**src/rtl/roman_numeral_encoder_core_assert.svh**
```systemverilog
// Assertion macros used by the Roman numeral encoder core.
`ifndef ROMAN_NUMERAL_ENCODER_CORE_ASSERT_SVH
`define ROMAN_NUMERAL_ENCODER_CORE_ASSERT_SVH

// Same-cycle implication checked at every clock edge outside reset.
`define REN_ASSERT_SAME(label, ante, cons) \
  label: assert property (@(posedge clk) disable iff (!rst_n) (ante) |-> (cons)) \
    else $error("Assertion failed in roman numeral encoder.");

// Next-cycle implication checked at every clock edge outside reset.
`define REN_ASSERT_NEXT(label, ante, cons) \
  label: assert property (@(posedge clk) disable iff (!rst_n) (ante) |=> (cons)) \
    else $error("Assertion failed in roman numeral encoder.");

`endif

```
**src/rtl/ren_pkg.sv**
```systemverilog
// Shared types, constants and tables of the Roman numeral encoder.
package ren_pkg;

  localparam int VALUE_W    = 12;
  localparam int CHAR_W     = 7;
  localparam int NUM_PLACES = 4;
  localparam int PLACE_W    = 2;
  localparam int DIGIT_W    = 4;
  localparam int UADDR_W    = 4;
  localparam int MULT_W     = 14;

  localparam logic [VALUE_W-1:0] MAX_VALUE = 12'd3999;

  localparam logic [PLACE_W-1:0] PL_ONES      = 2'd0;
  localparam logic [PLACE_W-1:0] PL_TENS      = 2'd1;
  localparam logic [PLACE_W-1:0] PL_HUNDREDS  = 2'd2;
  localparam logic [PLACE_W-1:0] PL_THOUSANDS = 2'd3;

  localparam logic [CHAR_W-1:0] CH_I   = 7'h49;
  localparam logic [CHAR_W-1:0] CH_V   = 7'h56;
  localparam logic [CHAR_W-1:0] CH_X   = 7'h58;
  localparam logic [CHAR_W-1:0] CH_L   = 7'h4C;
  localparam logic [CHAR_W-1:0] CH_C   = 7'h43;
  localparam logic [CHAR_W-1:0] CH_D   = 7'h44;
  localparam logic [CHAR_W-1:0] CH_M   = 7'h4D;
  localparam logic [CHAR_W-1:0] CH_NUL = 7'h00;

  typedef logic [NUM_PLACES-1:0][DIGIT_W-1:0] digits_t;

  typedef enum logic [1:0] {
    SYM_ONE  = 2'd0,
    SYM_FIVE = 2'd1,
    SYM_TEN  = 2'd2
  } sym_t;

  typedef struct packed {
    sym_t               sym;
    logic               digit_end;
    logic [UADDR_W-1:0] next;
  } uword_t;

  typedef struct packed {
    logic busy;
    logic done;
  } split_stat_t;

  // Microprogram: the program for digit d starts at address d - 1.
  function automatic uword_t ucode(logic [UADDR_W-1:0] addr);
    uword_t w;
    w = '{sym: SYM_ONE, digit_end: 1'b1, next: 4'd0};
    unique case (addr)
      4'd0:    w = '{sym: SYM_ONE,  digit_end: 1'b1, next: 4'd0};
      4'd1:    w = '{sym: SYM_ONE,  digit_end: 1'b0, next: 4'd0};
      4'd2:    w = '{sym: SYM_ONE,  digit_end: 1'b0, next: 4'd1};
      4'd3:    w = '{sym: SYM_ONE,  digit_end: 1'b0, next: 4'd4};
      4'd4:    w = '{sym: SYM_FIVE, digit_end: 1'b1, next: 4'd0};
      4'd5:    w = '{sym: SYM_FIVE, digit_end: 1'b0, next: 4'd0};
      4'd6:    w = '{sym: SYM_FIVE, digit_end: 1'b0, next: 4'd1};
      4'd7:    w = '{sym: SYM_FIVE, digit_end: 1'b0, next: 4'd2};
      4'd8:    w = '{sym: SYM_ONE,  digit_end: 1'b0, next: 4'd9};
      4'd9:    w = '{sym: SYM_TEN,  digit_end: 1'b1, next: 4'd0};
      default: w = '{sym: SYM_ONE,  digit_end: 1'b1, next: 4'd0};
    endcase
    return w;
  endfunction

  function automatic logic [CHAR_W-1:0] letter(logic [PLACE_W-1:0] place, sym_t sym);
    logic [CHAR_W-1:0] ch;
    ch = CH_NUL;
    unique case (place)
      PL_ONES:      ch = (sym == SYM_ONE) ? CH_I : (sym == SYM_FIVE) ? CH_V : CH_X;
      PL_TENS:      ch = (sym == SYM_ONE) ? CH_X : (sym == SYM_FIVE) ? CH_L : CH_C;
      PL_HUNDREDS:  ch = (sym == SYM_ONE) ? CH_C : (sym == SYM_FIVE) ? CH_D : CH_M;
      PL_THOUSANDS: ch = (sym == SYM_ONE) ? CH_M : CH_NUL;
      default:      ch = CH_NUL;
    endcase
    return ch;
  endfunction

  // Returns k times the weight of the given decimal place, wide enough for 9000.
  function automatic logic [MULT_W-1:0] place_mult(logic [PLACE_W-1:0] place,
                                                   logic [DIGIT_W-1:0] k);
    logic [MULT_W-1:0] m;
    m = '0;
    unique case (place)
      PL_THOUSANDS: m = MULT_W'(k * 1000);
      PL_HUNDREDS:  m = MULT_W'(k * 100);
      PL_TENS:      m = MULT_W'(k * 10);
      PL_ONES:      m = MULT_W'(k);
      default:      m = '0;
    endcase
    return m;
  endfunction

endpackage

```
**src/rtl/ren_digit_split.sv**
```systemverilog
// Splits a value below 4000 into four decimal digits, thousands first; the ones digit is written with the tens.
module ren_digit_split (
  input  logic                        clk,
  input  logic                        rst_n,
  input  logic                        start,
  input  logic [ren_pkg::VALUE_W-1:0] value,
  output ren_pkg::digits_t            digits,
  output ren_pkg::split_stat_t        stat
);

  logic                        busy_r;
  logic                        done_r;
  logic [ren_pkg::PLACE_W-1:0] place_r;
  logic [ren_pkg::VALUE_W-1:0] rest_r;
  logic [ren_pkg::VALUE_W-1:0] rest_nxt;
  logic [ren_pkg::DIGIT_W-1:0] dig;
  ren_pkg::digits_t            digits_r;

  always_comb begin
    dig = '0;
    for (int k = 1; k < 10; k++) begin
      if (ren_pkg::MULT_W'(rest_r) >=
          ren_pkg::place_mult(place_r, ren_pkg::DIGIT_W'(k))) begin
        dig = ren_pkg::DIGIT_W'(k);
      end
    end
    rest_nxt = rest_r - ren_pkg::VALUE_W'(ren_pkg::place_mult(place_r, dig));
  end

  always_ff @(posedge clk) begin
    if (!rst_n) begin
      busy_r  <= 1'b0;
      done_r  <= 1'b0;
      place_r <= ren_pkg::PL_THOUSANDS;
    end else begin
      done_r <= 1'b0;
      if (start) begin
        busy_r  <= 1'b1;
        place_r <= ren_pkg::PL_THOUSANDS;
      end else if (busy_r) begin
        place_r <= place_r - 2'd1;
        if (place_r == ren_pkg::PL_TENS) begin
          busy_r <= 1'b0;
          done_r <= 1'b1;
        end
      end
    end
  end

  always_ff @(posedge clk) begin
    if (start) begin
      rest_r <= value;
    end else if (busy_r) begin
      rest_r            <= rest_nxt;
      digits_r[place_r] <= dig;
      if (place_r == ren_pkg::PL_TENS) begin
        digits_r[ren_pkg::PL_ONES] <= rest_nxt[ren_pkg::DIGIT_W-1:0];
      end
    end
  end

  assign digits    = digits_r;
  assign stat.busy = busy_r;
  assign stat.done = done_r;

endmodule

```
**src/rtl/roman_numeral_encoder_core.sv**
```systemverilog
// Top level of the Roman numeral encoder: control, microcode sequencer and output register.
//
// The input channel (in_valid, in_ready, in_value) takes one 12-bit integer per transfer.
// The output channel (out_valid, out_ready, out_character, out_last, out_error) gives the
// Roman numeral as one ASCII letter per transfer, most significant first, with out_last
// set on the final letter. A value of zero or above 3999 gives a single transfer with
// out_error and out_last set and out_character zero.
// One item is handled at a time. A valid value is accepted and split into decimal digits
// by the digit splitter (thousands, hundreds and tens in turn, the ones digit with the
// tens), then the microcode sequencer gives one letter per cycle unless out_ready stalls
// the output. An out-of-range value goes from acceptance straight to the error transfer.
// The sequencer advances only when the output register is empty or being emptied, so a
// stall on out_ready holds the current letter and pauses the program without loss. A new
// input is taken as soon as the last letter of the previous item sits in the output register.
// Reset (rst_n low at a clock edge) returns the sequencer to idle and empties the output.
module roman_numeral_encoder_core (
  input  logic                        clk,
  input  logic                        rst_n,
  input  logic                        in_valid,
  output logic                        in_ready,
  input  logic [ren_pkg::VALUE_W-1:0] in_value,
  output logic                        out_valid,
  input  logic                        out_ready,
  output logic [ren_pkg::CHAR_W-1:0]  out_character,
  output logic                        out_last,
  output logic                        out_error
);

  `include "roman_numeral_encoder_core_assert.svh"

  typedef enum logic [3:0] {
    ST_IDLE  = 4'b0001,
    ST_SPLIT = 4'b0010,
    ST_EMIT  = 4'b0100,
    ST_ERR   = 4'b1000
  } state_t;

  state_t                      state_r;
  state_t                      state_nxt;
  logic [ren_pkg::PLACE_W-1:0] cur_r;
  logic [ren_pkg::PLACE_W-1:0] cur_nxt;
  logic [ren_pkg::UADDR_W-1:0] upc_r;
  logic [ren_pkg::UADDR_W-1:0] upc_nxt;

  logic                        out_valid_r;
  logic [ren_pkg::CHAR_W-1:0]  out_char_r;
  logic                        out_last_r;
  logic                        out_error_r;
  logic                        load;
  logic [ren_pkg::CHAR_W-1:0]  load_char;
  logic                        load_last;
  logic                        load_error;

  logic                        accept;
  logic                        bad_value;
  logic                        can_load;
  ren_pkg::digits_t            digits;
  ren_pkg::split_stat_t        split_stat;
  ren_pkg::uword_t             uword;
  logic [ren_pkg::NUM_PLACES-1:0] nz;
  logic [ren_pkg::NUM_PLACES-1:0] below;
  logic [ren_pkg::PLACE_W-1:0] top_place;
  logic [ren_pkg::PLACE_W-1:0] below_place;

  assign accept    = in_valid && in_ready;
  assign bad_value = (in_value == '0) || (in_value > ren_pkg::MAX_VALUE);
  assign can_load  = !out_valid_r || out_ready;
  assign in_ready  = (state_r == ST_IDLE);
  assign uword     = ren_pkg::ucode(upc_r);

  ren_digit_split u_split (
    .clk    (clk),
    .rst_n  (rst_n),
    .start  (accept && !bad_value),
    .value  (in_value),
    .digits (digits),
    .stat   (split_stat)
  );

  always_comb begin
    top_place   = ren_pkg::PL_ONES;
    below_place = ren_pkg::PL_ONES;
    for (int p = 0; p < ren_pkg::NUM_PLACES; p++) begin
      nz[p]    = (digits[p] != '0);
      below[p] = nz[p] && (ren_pkg::PLACE_W'(p) < cur_r);
    end
    for (int p = 0; p < ren_pkg::NUM_PLACES; p++) begin
      if (nz[p]) begin
        top_place = ren_pkg::PLACE_W'(p);
      end
      if (below[p]) begin
        below_place = ren_pkg::PLACE_W'(p);
      end
    end
  end

  always_comb begin
    state_nxt  = state_r;
    cur_nxt    = cur_r;
    upc_nxt    = upc_r;
    load       = 1'b0;
    load_char  = ren_pkg::CH_NUL;
    load_last  = 1'b0;
    load_error = 1'b0;
    unique case (state_r)
      ST_IDLE: begin
        if (accept) begin
          state_nxt = bad_value ? ST_ERR : ST_SPLIT;
        end
      end
      ST_SPLIT: begin
        if (split_stat.done) begin
          state_nxt = ST_EMIT;
          cur_nxt   = top_place;
          upc_nxt   = digits[top_place] - 4'd1;
        end
      end
      ST_EMIT: begin
        if (can_load) begin
          load      = 1'b1;
          load_char = ren_pkg::letter(cur_r, uword.sym);
          load_last = uword.digit_end && (below == '0);
          if (!uword.digit_end) begin
            upc_nxt = uword.next;
          end else if (below != '0) begin
            cur_nxt = below_place;
            upc_nxt = digits[below_place] - 4'd1;
          end else begin
            state_nxt = ST_IDLE;
          end
        end
      end
      ST_ERR: begin
        if (can_load) begin
          load       = 1'b1;
          load_last  = 1'b1;
          load_error = 1'b1;
          state_nxt  = ST_IDLE;
        end
      end
      default: state_nxt = ST_IDLE;
    endcase
  end

  always_ff @(posedge clk) begin
    if (!rst_n) begin
      state_r     <= ST_IDLE;
      out_valid_r <= 1'b0;
    end else begin
      state_r <= state_nxt;
      if (load) begin
        out_valid_r <= 1'b1;
      end else if (out_ready) begin
        out_valid_r <= 1'b0;
      end
    end
  end

  always_ff @(posedge clk) begin
    cur_r <= cur_nxt;
    upc_r <= upc_nxt;
    if (load) begin
      out_char_r  <= load_char;
      out_last_r  <= load_last;
      out_error_r <= load_error;
    end
  end

  assign out_valid     = out_valid_r;
  assign out_character = out_char_r;
  assign out_last      = out_last_r;
  assign out_error     = out_error_r;

  `REN_ASSERT_SAME(a_err_shape, out_valid_r && out_error_r, out_last_r && (out_char_r == '0))
  `REN_ASSERT_NEXT(a_good_to_split, accept && !bad_value, state_r == ST_SPLIT && split_stat.busy)
  `REN_ASSERT_SAME(a_done_in_split, split_stat.done, state_r == ST_SPLIT)
  `REN_ASSERT_SAME(a_emit_nonzero, state_r == ST_EMIT, nz[cur_r] && !split_stat.busy)

endmodule
```
**config.mk**
```make
export PLATFORM = sky130hd
export DESIGN_NAME = roman_numeral_encoder_core
export DESIGN_NICKNAME = d
export VERILOG_FILES = /design/src/rtl/ren_pkg.sv /design/src/rtl/ren_digit_split.sv /design/src/rtl/roman_numeral_encoder_core.sv
export VERILOG_INCLUDE_DIRS = /design/src /design/src/rtl
export SDC_FILE = /design/constraint.sdc
export NUM_CORES = 1
export LEC_CHECK = 0
export BUFFER_PORTS_ARGS = -buffer_cell sky130_fd_sc_hd__buf_2
export CORE_ASPECT_RATIO = 1.5
export CORE_MARGIN = 1.5
export CORE_UTILIZATION = 45
export DETAILED_ROUTE_END_ITERATION = 6
export PLACE_DENSITY_LB_ADDON = 0.25
export SETUP_SLACK_MARGIN = 0.5
export SYNTH_ARGS = -nofsm -noshare
export SYNTH_HDL_FRONTEND = slang
export SYNTH_SLANG_ARGS = --single-unit
```
**constraint.sdc**
```tcl
create_clock -name clk -period 7.8 [get_ports clk]
set_input_delay 0.78 -clock clk [delete_from_list [all_inputs] [get_ports clk]]
set_output_delay 0.78 -clock clk [all_outputs]
set_load 0.01 [all_outputs]
```
==> impl_metrics.csv, run 1 <==
group,metric,value,unit
worst_setup_path,critical_path.slowest_cell,"o41ai_4",
outcome,status,"finished clean",
global_route,maximum_number_of_pins_on_one_net_before_global_route_repair,23,
sta,tightestPinTransition,0.886,ns
sta,slew_headroom,41.0,%
cells_and_area,most_common_library_cell_in_the_layout_ignoring_fill_and_taps,"ha_1",
global_route,grt_first_pass_wirelength,26500,um
drt,drtPass1Iterations,4,
die,rows,51,
sta,min_period,6.87,ns
synth,synth_fp_nets,766,
cts,clock_tree.htree_level_count,3,
die,die-height,144,um
cells_and_area,syn_to_final_growth,8.86,%
sta,finalSetupTns,0,ns
worst_setup_path,crit_path_start_kind,"flop",
sta,layout_worst_path_cycle_share,88.0,%
cts,cts-hold-fix-buffers,0,
cts,tritoncts.num_buffers,9,
die,core_region_area,13000,um^2
global_route,globalRoute.totalOverflow,0,
job,max_cap_viol_count,0,
cts,root_buffer,"clkbuf_16",
synth,syn-mean-instance-area,8.92,um^2
sta,final.setup_skew,0.00463,ns
synth,cells_after_synthesis,668,
sta,slew_viol_final,0,
die,initial_utilization,46.0,%
sta,finalSetupViolCount,0,
cells_and_area,final_nets,783,
placed_design,hpwl,12700,um
die,pin_count,27,
synth,post_synth_num_cell_types,94,
synth,ys.warnings.count,0,
worst_setup_path,critPathArrivalTime,6.94,ns
drt,drt-vias-per-instance,6.26,
die,chipWidth,97.0,um
synth,ys_ff_latch,58,
cts,cts_sinks,58,
drt,dr_total_vias,5311,
cts,path_clk_slew,0.05,ns
worst_setup_path,cp-end-kind,"flop",
sta,timing.fmax,146,MHz
drt,detail_route.wl_per_cell,19.2,um
worst_setup_path,slowest_delay,0.49,ns
cells_and_area,insertedDiodeCount,0,
synth,dominantRegCellSynth,"edfxtp_1",
drt,drt.antenna.violating_nets,0,
hold_path,min_path_type,"reg -> reg",
synth,synth_sequential_area_ratio,26.5,%
cells_and_area,multiInputGateArea,4100,um^2
worst_setup_path,cp.required,7.87,ns
die,floorplan.die_area,14000,um^2
cts,tritoncts,"done",
sta,hold_violations,0,
synth,synth-edff-count,42,
worst_setup_path,timing.critical_path.fanout_max,11,
drt,post-route-drc-count,0,
cts,worst_skew_pair.late_latency,0.33,ns
cts,cts.path.max_buffers,2,
placed_design,finalWeightedCongestion,1.03,
worst_setup_path,worst-setup-path-type,"reg -> reg",
global_route,grtUsageTotal,23.9,%
cells_and_area,mostFrequentLayoutCells,"72 x ha_1, 59 x nand2_1, 51 x nor2_1",
synth,netlist_area,5960,um^2
cells_and_area,final-seq-area,1580,um^2
drt,drt_wl_total,16300,um
sta,grt_setup_unrepaired,"false",
drt,initialDrtViolationCount,265,
placed_design,io_buffer_count,25,
cells_and_area,number_of_inserted_filler_cells_in_the_final_layout,1217,
synth,postSynth.asyncResetShare,0,%
global_route,grt_antenna_before_repair,0,
cells_and_area,layout-drive-gt1-share,13.3,%
worst_setup_path,ff2ff_setup_slack,0.93,ns
global_route,first_global_vias,5220,
==> metrics by stage <==
step           cells  util (%)  cell area, um^2  hold slack (ns)  setup slack [ns]
5_1_grt          849      50.1             6490            0.589             0.508
3_5_place_dp     833      47.8             6190            0.546             0.786
3_3_place_gp     833      47.8             6190            0.533             0.920
2_1_floorplan    668         -             5960            0.478              1.17
4_1_cts          849      49.9             6460            0.553             0.713
6_report         849      50.1             6490            0.550             0.933
==> per-layer routing <==
metal  part of all wire (%)  GRT usage, %  up-vias
met5                      0             0        -
met4                    4.8          13.4        0
li1                       -             -     2533
met2                     53          45.3      180
met1                     38          25.5     2543
met3                    4.6          3.02       55
==> layout make-up <==
| type | instances | share of cell area, % |
|---|---|---|
| Multi-Input combinational cell | 542 | 63.2 |
| Inverter | 42 | 2.43 |
| Timing Repair Buffer | 32 | 2.74 |
| Clock buffer | 11 | 3.74 |
| Clock inverter | 5 | 0.463 |
| Tap cell | 159 | 3.07 |
| Sequential cell | 58 | 24.4 |
==> cell families after synthesis <==
| family | count (synthesis) | synth area share [%] |
|---|---|---|
| AO/OA/AOI/OAI | 194 | 23.6 |
| XOR/XNOR | 23 | 3.38 |
| adder cells (fa/ha/maj) | 82 | 18.2 |
| buffers and inverters | 68 | 5.12 |
| flip-flops | 58 | 26.5 |
| multiplexers | 17 | 2.94 |
| other | 1 | 0.0629 |
| AND/OR/NAND/NOR | 225 | 20.1 |
==> worst paths after layout <==
kind                            depth (start not counted)            endpoint                from
worst max-delay path                                   29  u_split.rest_r[11]  u_split.place_r[0]
worst min-delay path                                    2          state_r[2]          state_r[2]
worst max register to register                         29  u_split.rest_r[11]  u_split.place_r[0]
worst min register to register                          2          state_r[2]          state_r[2]
==> timing repair <==
item                       in CTS  in global routing
buffers inserted                0                  0
setup endpoints to repair       0                  1
resized for setup               0                  7
==> Yosys cell counts (all sizes together), types with 12 or more instances <==
cell | n | area (um^2)
inv | 41 | 154
mux2i | 13 | 130
dfxtp | 16 | 320
nand3 | 17 | 85.1
edfxtp | 42 | 1260
buf | 14 | 98.8
nor3 | 12 | 71.3
nor2b | 14 | 87.6
ha | 74 | 926
a21oi | 41 | 220
nor2 | 56 | 230
xnor2 | 13 | 114
o21ai | 42 | 221
clkbuf | 12 | 48.8
nand2 | 60 | 228
==> sequential cells by signal, summed over array words and instances (netlist names) <==
signal / cells
u_split.digits: 16
u_split.done_r: 1
u_split.place_r: 2
u_split.busy_r: 1
upc_r: 4
cur_r: 2
uword: 7
out_valid: 1
out_error: 1
u_split.rest_r: 12
out_last: 1
out_character: 6
state_r: 4
==> worst max-delay path, delay by kind of cell, from the launching register on <==
kind / cells / cell delay (ns)
flip-flops: 1 / 0.46
AND/OR/NAND/NOR: 4 / 0.79
XOR/XNOR: 3 / 0.51
buffers and inverters: 5 / 0.69
AO/OA/AOI/OAI: 11 / 2.20
adder cells (fa/ha/maj): 6 / 1.97
Power of run 1 is not shown: default switching activity piles up to over one toggle a cycle in this logic, so the estimate is an artifact.
==> run 2, diff against run 1 <==
--- a/config.mk
+++ b/config.mk
@@ -12,6 +12,7 @@
 export CORE_UTILIZATION = 45
 export DETAILED_ROUTE_END_ITERATION = 6
 export PLACE_DENSITY_LB_ADDON = 0.25
+export RECOVER_POWER = 50
 export SETUP_SLACK_MARGIN = 0.5
 export SYNTH_ARGS = -nofsm -noshare
 export SYNTH_HDL_FRONTEND = slang
==> run 2 against run 1 <==
Compared with the run above: worst setup slack improved by 0.0058 ns; register-to-register slack hardly changed; cell area fell by 0.79%; first-iteration DRC count up 23%; sequential share of layout area is 0.19 points higher; utilization fell by 0.40 points; clock skew hardly changed; routed wire length is 0.12% higher; hold slack hardly changed.
==> impl_metrics.csv, run 2 (synthesis gave the netlist of run 1 again) <==
group,metric,value,unit
outcome,status,"finished clean",
cells_and_area,largest_register_ffs,16,
sta,final.setup_skew,0.00498,ns
placed_design,dp_cells,833,
die,die-height,144,um
cells_and_area,most_common_library_cell_in_the_layout_ignoring_fill_and_taps,"ha_1",
global_route,first_global_vias,5220,
worst_setup_path,timing.critical_path.fanout_max,11,
sta,timing.fmax,146,MHz
cells_and_area,syn_to_final_growth,8.00,%
cts,cts.path.max_buffers,2,
cts,cts_sinks,58,
sta,finalSetupViolCount,0,
worst_setup_path,ff2ff_setup_slack,0.94,ns
sta,slew_viol_final,0,
global_route,grt_first_pass_wirelength,26500,um
drt,drt.antenna.violating_nets,0,
sta,hold_slack,0.550,ns
die,rows,51,
cts,root_buffer,"clkbuf_16",
worst_setup_path,critical_path.slowest_cell,"o41ai_4",
die,initial_utilization,46.0,%
cts,postCtsSetupBuffers,0,
worst_setup_path,cp-end-kind,"flop",
drt,post-route-drc-count,0,
global_route,grt_antenna_before_repair,0,
worst_setup_path,slowest_delay,0.48,ns
cts,tritoncts,"done",
job,max_cap_viol_count,0,
die,chipWidth,97.0,um
die,core_region_area,13000,um^2
worst_setup_path,cp.required,7.87,ns
placed_design,hpwl,12700,um
placed_design,io_buffer_count,25,
placed_design,placed_area,6190,um^2
sta,hold_violations,0,
sta,layout_worst_path_cycle_share,88.0,%
cts,cts-hold-fix-buffers,0,
cts,cts-resized-gates,0,
placed_design,finalWeightedCongestion,1.03,
cts,path_clk_slew,0.05,ns
cts,tritoncts.num_buffers,9,
cts,worst_skew_pair.late_latency,0.33,ns
drt,detail_route.wl_per_cell,19.3,um
sta,grt_setup_unrepaired,"false",
drt,drtPass1Iterations,5,
sta,tightestPinTransition,1.38,ns
cells_and_area,final_nets,783,
cells_and_area,layout-drive-gt1-share,10.4,%
drt,initialDrtViolationCount,325,
worst_setup_path,crit_path_start_kind,"flop",
sta,min_period,6.86,ns
die,pin_count,27,
global_route,maximum_number_of_pins_on_one_net_before_global_route_repair,23,
global_route,globalRoute.totalOverflow,0,
cells_and_area,number_of_inserted_filler_cells_in_the_final_layout,1228,
drt,dr_total_vias,5316,
sta,slew_headroom,6.54,%
cells_and_area,mostFrequentLayoutCells,"72 x ha_1, 59 x nand2_1, 52 x nor2_1",
cells_and_area,layout.cells.non_filler,849,
hold_path,min_path_type,"reg -> reg",
global_route,grtUsageTotal,23.9,%
worst_setup_path,critPathArrivalTime,6.93,ns
die,floorplan.die_area,14000,um^2
drt,drt-vias-per-instance,6.26,
cells_and_area,insertedDiodeCount,0,
cells_and_area,final_area,6440,um^2
drt,drt_wl_total,16400,um
cts,clock_tree.htree_level_count,3,
sta,finalSetupTns,0,ns
worst_setup_path,worst-setup-path-type,"reg -> reg",
==> run 2: layout make-up <==
class	instances	area, um^2	area share (%)
Clock buffer	11	243	3.77
Sequential cell	58	1580	24.6
Timing Repair Buffer	32	164	2.55
Inverter	42	158	2.45
Tap cell	159	199	3.09
Multi-Input combinational cell	542	4060	63.1
Clock inverter	5	30.0	0.466
==> run 2: per-stage QoR <==
step	worst slack, ns	util [%]
finish	0.939	49.7
global route	0.500	49.7
CTS	0.713	49.9
detailed placement	0.786	47.8
global placement	0.920	47.8
floorplan	1.17	-
==> run 2: worst paths after layout <==
check | from | end | cells past startpoint
worst max-delay path | u_split.place_r[0] | u_split.rest_r[11] | 29
worst min-delay path | u_split.done_r | state_r[2] | 2
worst max register to register | u_split.place_r[0] | u_split.rest_r[11] | 29
worst min register to register | u_split.done_r | state_r[2] | 2
==> run 2: critical path, delay by kind of cell (launching register included) <==
| family | cells | cell delay [ns] |
|---|---|---|
| and+or+nand+nor | 4 | 0.79 |
| DFF | 1 | 0.46 |
| xor gates and xnor gates | 3 | 0.51 |
| AOI/OAI and AO/OA | 11 | 2.19 |
| buffers and inverters | 5 | 0.69 |
| adders and majority gates | 6 | 1.97 |
==> run 2: metal layers <==
metal / up-vias / wire length, um / GRT usage (%)
met5: - / 0 / 0
met3: 65 / 733 / 3.02
met1: 2537 / 6230 / 25.5
li1: 2534 / - / -
met4: 0 / 843 / 13.4
met2: 180 / 8560 / 45.3
Power of run 2 is left out for the same reason.
